[config.mk]
export PLATFORM = sky130hd
export DESIGN_NAME = sfds_ram
export DESIGN_NICKNAME = d
export VERILOG_FILES = /design/src/rtl/staggered_flow_direction_stencil_unit_macros.svh /design/src/rtl/sfds_ram.sv
export SDC_FILE = /design/constraint.sdc
export NUM_CORES = 1
export LEC_CHECK = 0
export BUFFER_PORTS_ARGS = -buffer_cell sky130_fd_sc_hd__clkbuf_2
export CAP_MARGIN = 5
export CORE_ASPECT_RATIO = 1.5
export CORE_UTILIZATION = 59
export DETAILED_ROUTE_END_ITERATION = 8
export PLACE_DENSITY = 0.86
export SLEW_MARGIN = 30
export SYNTH_ARGS = -nofsm -noshare
export SYNTH_HDL_FRONTEND = slang
export SYNTH_SLANG_ARGS = --single-unit
[constraint.sdc]
create_clock -name aclk -period 1.7 [get_ports aclk]
set_input_delay 0 -clock aclk [delete_from_list [all_inputs] [get_ports aclk]]
set_output_delay 0 -clock aclk [all_outputs]
set_load 0.02 [all_outputs]
[src/rtl/staggered_flow_direction_stencil_unit_macros.svh]
// Assertion macros shared by the RTL of the stencil unit.
// Every macro samples on aclk and is disabled while aresetn is low.
`ifndef STAGGERED_FLOW_DIRECTION_STENCIL_UNIT_MACROS_SVH
`define STAGGERED_FLOW_DIRECTION_STENCIL_UNIT_MACROS_SVH

// Consequent must hold in the same cycle as the antecedent.
`define SFDS_ASSERT_SAME(label, ante, cons) \
    label: assert property (@(posedge aclk) disable iff (!aresetn) (ante) |-> (cons)) \
        else $error("stencil unit assertion failed");

// Consequent must hold in the cycle after the antecedent.
`define SFDS_ASSERT_NEXT(label, ante, cons) \
    label: assert property (@(posedge aclk) disable iff (!aresetn) (ante) |=> (cons)) \
        else $error("stencil unit assertion failed");

`endif

[src/rtl/sfds_ram.sv]
module sfds_ram #(
    parameter int WIDTH = 8,
    parameter int DEPTH = 16
) (
    input  logic                     aclk,
    input  logic                     we,
    input  logic [$clog2(DEPTH)-1:0] waddr,
    input  logic [WIDTH-1:0]         wdata,
    input  logic [$clog2(DEPTH)-1:0] raddr,
    output logic [WIDTH-1:0]         rdata
);

    logic [WIDTH-1:0] mem [DEPTH];

    always_ff @(posedge aclk) begin
        if (we) begin
            mem[waddr] <= wdata;
        end
        rdata <= mem[raddr];
    end

endmodule

==> results of run 1 <==
## area by class of cell
type / count / area (um^2)
clock buffer: 18 / 429
clock inverter: 14 / 181
fill: 477 / 2280
multi-input combinational: 83 / 1060
sequential: 136 / 4000
tap: 107 / 134
timing repair buffer: 48 / 323
## metal layers
layer | vias to the layer above | global-route usage
li1 | 1084 | -
met1 | 1282 | 0.304
met2 | 95 | 0.416
met3 | 25 | 0.0680
met4 | 0 | 0.128
met5 | - | 0
## state kept, by name, summed over array words and instances (netlist names)
register and cells:
rdata 8, mem 128
## where the power goes
| part | internal (uW) | total (uW) | switching, uW | leakage, uW |
|---|---|---|---|---|
| sequential | 3750 | 3780 | 26.6 | 0.00122 |
| combinational | 153 | 372 | 219 | 0.000606 |
| clock | 2430 | 3720 | 1290 | 0.000287 |
## synthesized netlist by cell type
library cell | instances | area (um^2)
nor3_1 | 4 | 20.0
edfxtp_1 | 128 | 3840
mux4_2 | 18 | 405
nand3_1 | 1 | 5.00
nor2b_1 | 1 | 6.26
nand3b_1 | 2 | 15.0
buf_4 | 1 | 7.51
nor2_1 | 13 | 48.8
buf_2 | 3 | 15.0
and2_1 | 1 | 6.26
nand2_1 | 9 | 33.8
and2b_1 | 1 | 7.51
nand2b_1 | 2 | 12.5
clkdlybuf4s25_2 | 3 | 30.0
buf_6 | 3 | 33.8
dfxtp_1 | 8 | 160
a22oi_1 | 16 | 120
mux4_1 | 14 | 368
or3b_2 | 1 | 8.76
## worst max path at each step
stage	from	end	slack, ps	cells past startpoint
2_1_floorplan	waddr[2]	mem[0][0]	210	2
3_3_place_gp	raddr[0]	rdata[0]	270	5
3_5_place_dp	raddr[0]	rdata[2]	240	5
4_1_cts	mem[0][5]	rdata[5]	290	3
5_1_grt	mem[0][5]	rdata[5]	240	3
6_report	mem[2][1]	rdata[1]	290	3
## worst max-delay path, stage by stage (launching register included)
cell and delay [ps]:
edfxtp_1 370, mux4_1 500, a22oi_1 300, nand2_1 120
## metrics by stage
stage | util | worst slack, ps
5_1_grt | 0.728 | 242
3_3_place_gp | 0.656 | 269
2_1_floorplan | - | 207
6_report | 0.728 | 287
4_1_cts | 0.728 | 294
3_5_place_dp | 0.656 | 237
## cells by family after synthesis
kind of cell | Yosys count | share of synthesized area
buffers and inverters | 10 | 0.0168
and+or+nand+nor | 35 | 0.0318
muxes | 32 | 0.150
DFF | 136 | 0.778
AOI/OAI and AO/OA | 16 | 0.0233
==> impl_metrics.tcl, run 1 <==
set metrics [dict create \
    required_ps 1980 \
    dp.cells 374 \
    areaGrowthSynthToFinish_pct 19.1 \
    worstPathMaxFanout 1 \
    routed_via_density 6.12 \
    cts_tree "done" \
    yosysSeqAreaShare 0.778 \
    antenna_left 0 \
    hold-worst-slack_ps 4.88 \
    post_cts_resize_count 0 \
    numCtsBuffers 17 \
    hp-class "in -> reg" \
    place_area_um2 5520 \
    met1Wirelength_mm 3.81 \
    fin_area_um2 6130 \
    die-width_um 78.3 \
    final_common_cell "edfxtp_1" \
    synth-seq-cells 136 \
    drt_iter0_drc 249 \
    synth_nets 247 \
    drt-total-wl_mm 9.97 \
    overflow 0 \
    hold_violations 0 \
    p_per_area_nw_per_um2 1280 \
    io_buffers 25 \
    hold_buffers 0 \
    rows 41 \
    synth_cells 229 \
    tightest_slew_ps 440 \
    remaining_drc_errors 0 \
    finalCritPeriodShare 0.831 \
    worstSkewPairLatency_ps 410 \
    instances_no_fill 406 \
    cp-end-kind "flop" \
    path_class "reg -> reg" \
    finalSetupTns_ps 0 \
    htree_levels 4 \
    first_pass_iters 4 \
    setup_viol 0 \
    p_leak_uw 0.00212 \
    grt_pass1_vias 2600 \
    syn_area_um2 5150 \
    post-route-min-period_ps 1410 \
    whs_path_depth 1 \
    wl_met2_mm 5.38 \
    dieArea_um2 9110 \
    hold_start "wdata[1]" \
    run_status "finished, final reports clean" \
    holdPathEnd "mem[4][1]" \
    met3_length_um 481 \
    core_area_um2 8410 \
    relSlewSlack 0.706 \
    ios 26 \
    synth.distinct_cells 19 \
    synth_warnings 0 \
    fmax_ghz 0.708 \
    route.detailed.wl_per_inst_um 24.6 \
    worstRegToRegCells 3 \
    nets 304 \
    fin_skew_ps 3.47 \
    cp_data_arrival_time_ps 1700 \
    clk_pin_slew_ps 50 \
    rr_startpoint "mem[2][1]" \
    grt_setup_unrepaired "no" \
    power_uw 7870 \
    dr.max_layer_used "met4" \
    antenna_found_initial 0 \
    vias 2486 \
    antenna_cells 0 \
    clockBufferDepth 2 \
    routabilityCongestion 0.768 \
    start_kind "flop" \
    grt_pass1_wl_mm 15.2 \
    layout_common_cells "128 x edfxtp_1, 25 x clkbuf_2, 21 x buf_4, 18 x mux4_2, 17 x clkbuf_16" \
    r2r-end "rdata[1]" \
    cap_violations 0 \
    hpwl_mm 6.13 \
    syn_avg_cell_area_um2 22.5 \
    grt_max_degree 33 \
    start_util 0.612 \
    drv_slew 0 \
    cts.sinks 136 \
    irDropWorstVdd_uv 985 \
    root_buffer "clkbuf_16" \
    rrSetupSlack_ps 290 \
    cts_setup_buffers 0 \
    grt_use_total 0.250 \
    drive_above_1_share 0.321 \
    die_h_um 116 \
]
Note: power is estimated with default switching activity, not from simulation.
==> run 2: changes to the inputs <==
--- a/config.mk
+++ b/config.mk
@@ -8,9 +8,9 @@
 export BUFFER_PORTS_ARGS = -buffer_cell sky130_fd_sc_hd__clkbuf_2
 export CAP_MARGIN = 5
 export CORE_ASPECT_RATIO = 1.5
-export CORE_UTILIZATION = 59
+export CORE_UTILIZATION = 54
 export DETAILED_ROUTE_END_ITERATION = 8
-export PLACE_DENSITY = 0.86
+export PLACE_DENSITY = 0.83
 export SLEW_MARGIN = 30
 export SYNTH_ARGS = -nofsm -noshare
 export SYNTH_HDL_FRONTEND = slang
==> constraint.sdc (replaced) <==
create_clock -name aclk -period 1.3 [get_ports aclk]
set_input_delay 0 -clock aclk [delete_from_list [all_inputs] [get_ports aclk]]
set_output_delay 0 -clock aclk [all_outputs]
set_load 0.02 [all_outputs]
==> run 2 against run 1 <==
Clock skew grew 6.1 ps. The run now ends with setup timing left. Sequential cell count is the same. Total power grew 22%. Final area shrank 0.82%. Clock power grew 12%. Clock-buffer cell count grew 2. Worst hold slack gained 7.2 ps. Combinational power grew 38%. Die area grew 9.1%. Worst setup slack lost 290 ps.
==> impl_metrics.tcl, run 2 (synthesis results as in run 1) <==
set metrics [dict create \
    run_status "finished with violations" \
    failed_checks "setup timing" \
    clockBufferDepth 2 \
    largest_register "mem" \
    first_pass_iters 7 \
    ios 26 \
    vias 2510 \
    start_util 0.556 \
    cts_setup_buffers 0 \
    hp-class "in -> reg" \
    cts_tree "done" \
    final_common_cell "edfxtp_1" \
    worstRegToRegCells 3 \
    start_kind "flop" \
    whs_path_depth 1 \
    p_per_area_nw_per_um2 1580 \
    finalSetupTns_ps -6.24 \
    drive_above_1_share 0.365 \
    worst-path-buf-inv 0 \
    clk_pin_slew_ps 50 \
    die-width_um 81.7 \
    antenna_found_initial 0 \
    worstSkewPairLatency_ps 410 \
    holdPathEnd "mem[10][5]" \
    antenna_left 0 \
    required_ps 1590 \
    layout_common_cells "128 x edfxtp_1, 26 x mux4_2, 25 x clkbuf_2, 22 x buf_4, 17 x clkbuf_16" \
    p_int_uw 7700 \
    cpMaxStageDelayCell "mux4_2" \
    cap_violations 0 \
    irDropWorstVdd_uv 1030 \
    reg.largest.list "mem x128, rdata x8" \
    rows 43 \
    p_sw_uw 1910 \
    remaining_drc_errors 0 \
    fmax_ghz 0.766 \
    io_buffers 25 \
    post-place-ws_ps -171 \
    path_class "reg -> reg" \
    power_frac_clock 0.432 \
    htree_levels 4 \
    seq_power_share 0.514 \
    routabilityCongestion 0.847 \
    nets 306 \
    worst_path_largest_cell_delay_ps 490 \
    hpwl_mm 6.19 \
    dp.cells 380 \
    cp-end-kind "flop" \
    hold_start "wdata[5]" \
    p_leak_uw 0.00206 \
    routed_via_density 6.08 \
    r2r-end "rdata[6]" \
    rrSetupSlack_ps -6 \
    hold_violations 0 \
    core_area_um2 9250 \
    finalCritPeriodShare 1.00 \
    route.detailed.wl_per_inst_um 23.5 \
    rr_startpoint "mem[2][6]" \
    p_comb_frac 0.054 \
    antenna_cells 0 \
    areaGrowthSynthToFinish_pct 18.1 \
    fin_skew_ps 9.53 \
    largest_reg_flops 128 \
    cp_top_family "multiplexers" \
    grt_setup_unrepaired "yes" \
    crit_chain "mux4_2 > a22oi_2 > nand2_1" \
    grt_pass1_wl_mm 14.5 \
    cp_data_arrival_time_ps 1590 \
    relSlewSlack 0.663 \
    p_sw_frac 0.199 \
    worstPathMaxFanout 1 \
    setup_viol 1 \
    grt_pass1_vias 2550 \
    tightest_slew_ps 506 \
    grt_use_total 0.222 \
    worst_slack_ps -6.24 \
    numCtsBuffers 17 \
    n_fill_cell 586 \
    post-route-min-period_ps 1310 \
    drt-total-wl_mm 9.73 \
    cts.sinks 136 \
    root_buffer "clkbuf_16" \
    die_h_um 122 \
    drt_iter0_drc 288 \
    drv_slew 0 \
    grt_max_degree 33 \
    overflow 0 \
    instances_no_fill 413 \
    dieArea_um2 9930 \
]
## run 2: cell types whose count changed in the layout (fill, tap and decap cells not counted), sizes merged
| cell | before | now |
|---|---|---|
| bufinv | 4 | 1 |
| clkbuf | 43 | 45 |
| clkinvlp | 4 | 2 |
| dlygate4sd3 | 0 | 1 |
| clkinv | 6 | 9 |
| buf | 23 | 24 |
## run 2: final cells by class
| type | count | area [um^2] | share of cell area |
|---|---|---|---|
| flip-flops and latches | 136 | 4000 | 0.659 |
| well taps | 112 | 140 | 0.0231 |
| repair buffers | 50 | 340 | 0.0560 |
| multi-input cells | 83 | 1070 | 0.176 |
| clock buffers | 20 | 437 | 0.0718 |
| clock inverters | 12 | 85.1 | 0.0140 |
## run 2: stage by stage
step                      area [um^2]  total power [uW]  hold slack (ps)  utilization
after floorplan                  5150              5300             98.9            -
after global placement           5540              5490              386        0.598
after detailed placement         5540              5520              417        0.598
after CTS                        6080              9670             3.36        0.657
after global routing             6080              9910             30.5        0.657
final                            6080              9610             12.0        0.657
## run 2: worst max-delay path by stage
stage,start,to,slack (ps),depth (start not counted)
5_1_grt,mem[2][6],rdata[6],-40,3
2_1_floorplan,waddr[2],mem[3][0],30,2
3_5_place_dp,raddr[0],rdata[1],-170,5
4_1_cts,mem[2][3],rdata[3],5,3
6_report,mem[2][6],rdata[6],-6,3
3_3_place_gp,raddr[0],rdata[2],-150,5
## run 2: metal layers
layer	wire, um	track usage	vias up
met5	0	0	-
met4	403	0.136	0
met3	524	0.0622	28
met2	5000	0.344	120
met1	3800	0.277	1279
li1	-	-	1083
## run 2: what timing repair did
| item | CTS | global route |
|---|---|---|
| resized for setup | 6 | 10 |
| endpoints found under the setup margin | 4 | 8 |
| endpoints found under the hold margin | 12 | 0 |
| pin swaps | 1 | 4 |
| hold buffers | 1 | 0 |
## run 2: power by group through the flow
| stage | Combinational [uW] | Sequential (uW) | Clock (uW) |
|---|---|---|---|
| 2_1_floorplan | 249 | 5050 | 0 |
| 3_3_place_gp | 471 | 5020 | 0 |
| 3_5_place_dp | 488 | 5030 | 0 |
| 4_1_cts | 506 | 4940 | 4220 |
| 5_1_grt | 553 | 4950 | 4410 |
| 6_report | 515 | 4940 | 4150 |
==> run 3: changes to the inputs <==
--- a/config.mk
+++ b/config.mk
@@ -10,6 +10,7 @@
 export CORE_ASPECT_RATIO = 1.5
 export CORE_UTILIZATION = 54
 export DETAILED_ROUTE_END_ITERATION = 8
+export MAX_ROUTING_LAYER = met4
 export PLACE_DENSITY = 0.83
 export SLEW_MARGIN = 30
 export SYNTH_ARGS = -nofsm -noshare
==> run 3 against run 2 <==
The run still ends with setup timing left. Final area unchanged. Clock skew up 1.8 ps. Register-to-register slack about the same. Die area unchanged. Worst setup slack better by 1.6 ps. Largest cell class unchanged.
==> impl_metrics.tcl, run 3 (synthesis results as in run 1) <==
set metrics [dict create \
    reg.largest.list "mem x128, rdata x8" \
    overflow 0 \
    drv_slew 0 \
    layout_common_cells "128 x edfxtp_1, 26 x mux4_2, 25 x clkbuf_2, 22 x buf_4, 17 x clkbuf_16" \
    instances_no_fill 413 \
    routed_via_density 6.14 \
    finalCritPeriodShare 1.00 \
    areaGrowthSynthToFinish_pct 18.1 \
    worstSkewPairLatency_ps 410 \
    rows 43 \
    root_buffer "clkbuf_16" \
    grt_use_total 0.230 \
    irDropWorstVdd_uv 1040 \
    die_h_um 122 \
    grt_max_degree 33 \
    path_class "reg -> reg" \
    antenna_left 0 \
    core_area_um2 9250 \
    remaining_drc_errors 0 \
    ios 26 \
    failed_checks "setup timing" \
    grt_pass1_wl_mm 14.5 \
    nets 306 \
    first_pass_iters 4 \
    worst_slack_ps -4.65 \
    clk_pin_slew_ps 50 \
    power_uw 9620 \
    antenna_found_initial 0 \
    run_status "finished with violations" \
    numCtsBuffers 17 \
    hpwl_mm 6.19 \
    n_fill_cell 586 \
    dieArea_um2 9930 \
    rr_startpoint "mem[2][6]" \
    hp-class "in -> reg" \
    place_area_um2 5540 \
    final_common_cell "edfxtp_1" \
    routabilityCongestion 0.860 \
    drt_iter0_drc 253 \
    crit_start "mem[2][6]" \
    worstRegToRegCells 3 \
    largest_register "mem" \
    die-width_um 81.7 \
    cap_violations 0 \
    p_leak_uw 0.00206 \
    dp.cells 380 \
    setup_viol 1 \
    htree_levels 4 \
    antenna_cells 0 \
    fin_area_um2 6080 \
    cp-end-kind "flop" \
    required_ps 1590 \
    clockBufferDepth 2 \
    rrSetupSlack_ps -5 \
    start_kind "flop" \
    post-route-min-period_ps 1300 \
    cp_data_arrival_time_ps 1590 \
    fmax_ghz 0.766 \
    grt_setup_unrepaired "yes" \
    route.detailed.wl_per_inst_um 23.6 \
    worstPathMaxFanout 1 \
    grt_pass1_vias 2549 \
    cts.sinks 136 \
    cp-endpoint "rdata[6]" \
    drive_above_1_share 0.365 \
    hold_violations 0 \
    fin_skew_ps 11.3 \
    start_util 0.556 \
    post-place-ws_ps -171 \
    io_buffers 25 \
    cts_tree "done" \
    largest_reg_flops 128 \
    p_per_area_nw_per_um2 1580 \
    relSlewSlack 0.666 \
    tightest_slew_ps 501 \
    r2r-end "rdata[6]" \
    vias 2537 \
    drt-total-wl_mm 9.74 \
]
==> run 3: cell counts in the layout (fill, tap and decap cells not counted) <==
Identical to the previous run, type by type.
==> run 3: critical path, cell delays in order (launching register included) <==
cell	delay, ps
edfxtp_1	370
mux4_2	500
a22oi_2	240
nand2_1	80
==> run 3: layer usage <==
layer,global-route usage,up-vias,part of all wire
met2,0.346,137,0.52
met4,0.133,0,0.033
met3,0.0667,21,0.067
met5,-,-,0
li1,-,1086,-
met1,0.275,1293,0.38
==> run 3: how the worst min path moves through the flow <==
stage                     startpoint          to  slack (ps)  cells past startpoint
after detailed placement    wdata[5]   mem[6][5]         420                      1
after global routing        wdata[3]   mem[2][3]          30                      1
after global placement      wdata[5]   mem[4][5]         390                      1
after floorplan             wdata[0]   mem[0][0]         100                      0
final                       wdata[5]  mem[14][5]          20                      1
after CTS                   wdata[5]  mem[10][5]           3                      1
==> run 3: where the power goes <==
part           leakage [uW]  switching, uW  total (uW)  internal (uW)
logic              0.000585            297         513            216
clock network      0.000253           1590        4160           2570
registers           0.00122           34.2        4940           4910
total               0.00206           1920        9620           7700
==> run 3: per-stage QoR <==
| stage | TNS (ps) | hold slack (ps) | utilization |
|---|---|---|---|
| after floorplan | 0 | 98.9 | - |
| after global placement | -552 | 386 | 0.598 |
| after detailed placement | -717 | 417 | 0.598 |
| after CTS | 0 | 3.36 | 0.657 |
| after global routing | -74.8 | 28.6 | 0.657 |
| final | -4.65 | 21.3 | 0.657 |
==> run 3: area by class of cell <==
| class | instances | area [um^2] | area share |
|---|---|---|---|
| clock buffers | 20 | 437 | 0.0718 |
| clock inverters | 12 | 85.1 | 0.0140 |
| multi-input cells | 83 | 1070 | 0.176 |
| flip-flops and latches | 136 | 4000 | 0.659 |
| well taps | 112 | 140 | 0.0231 |
| repair buffers | 50 | 340 | 0.0560 |
==> run 3: what timing repair did <==
item                                   4_1_cts  5_1_grt
setup endpoints to repair                    4        8
hold buffers                                 1        0
pin swaps                                    1        4
endpoints found under the hold margin       12        0
resized for setup                            6       10
buffers inserted                             0        0
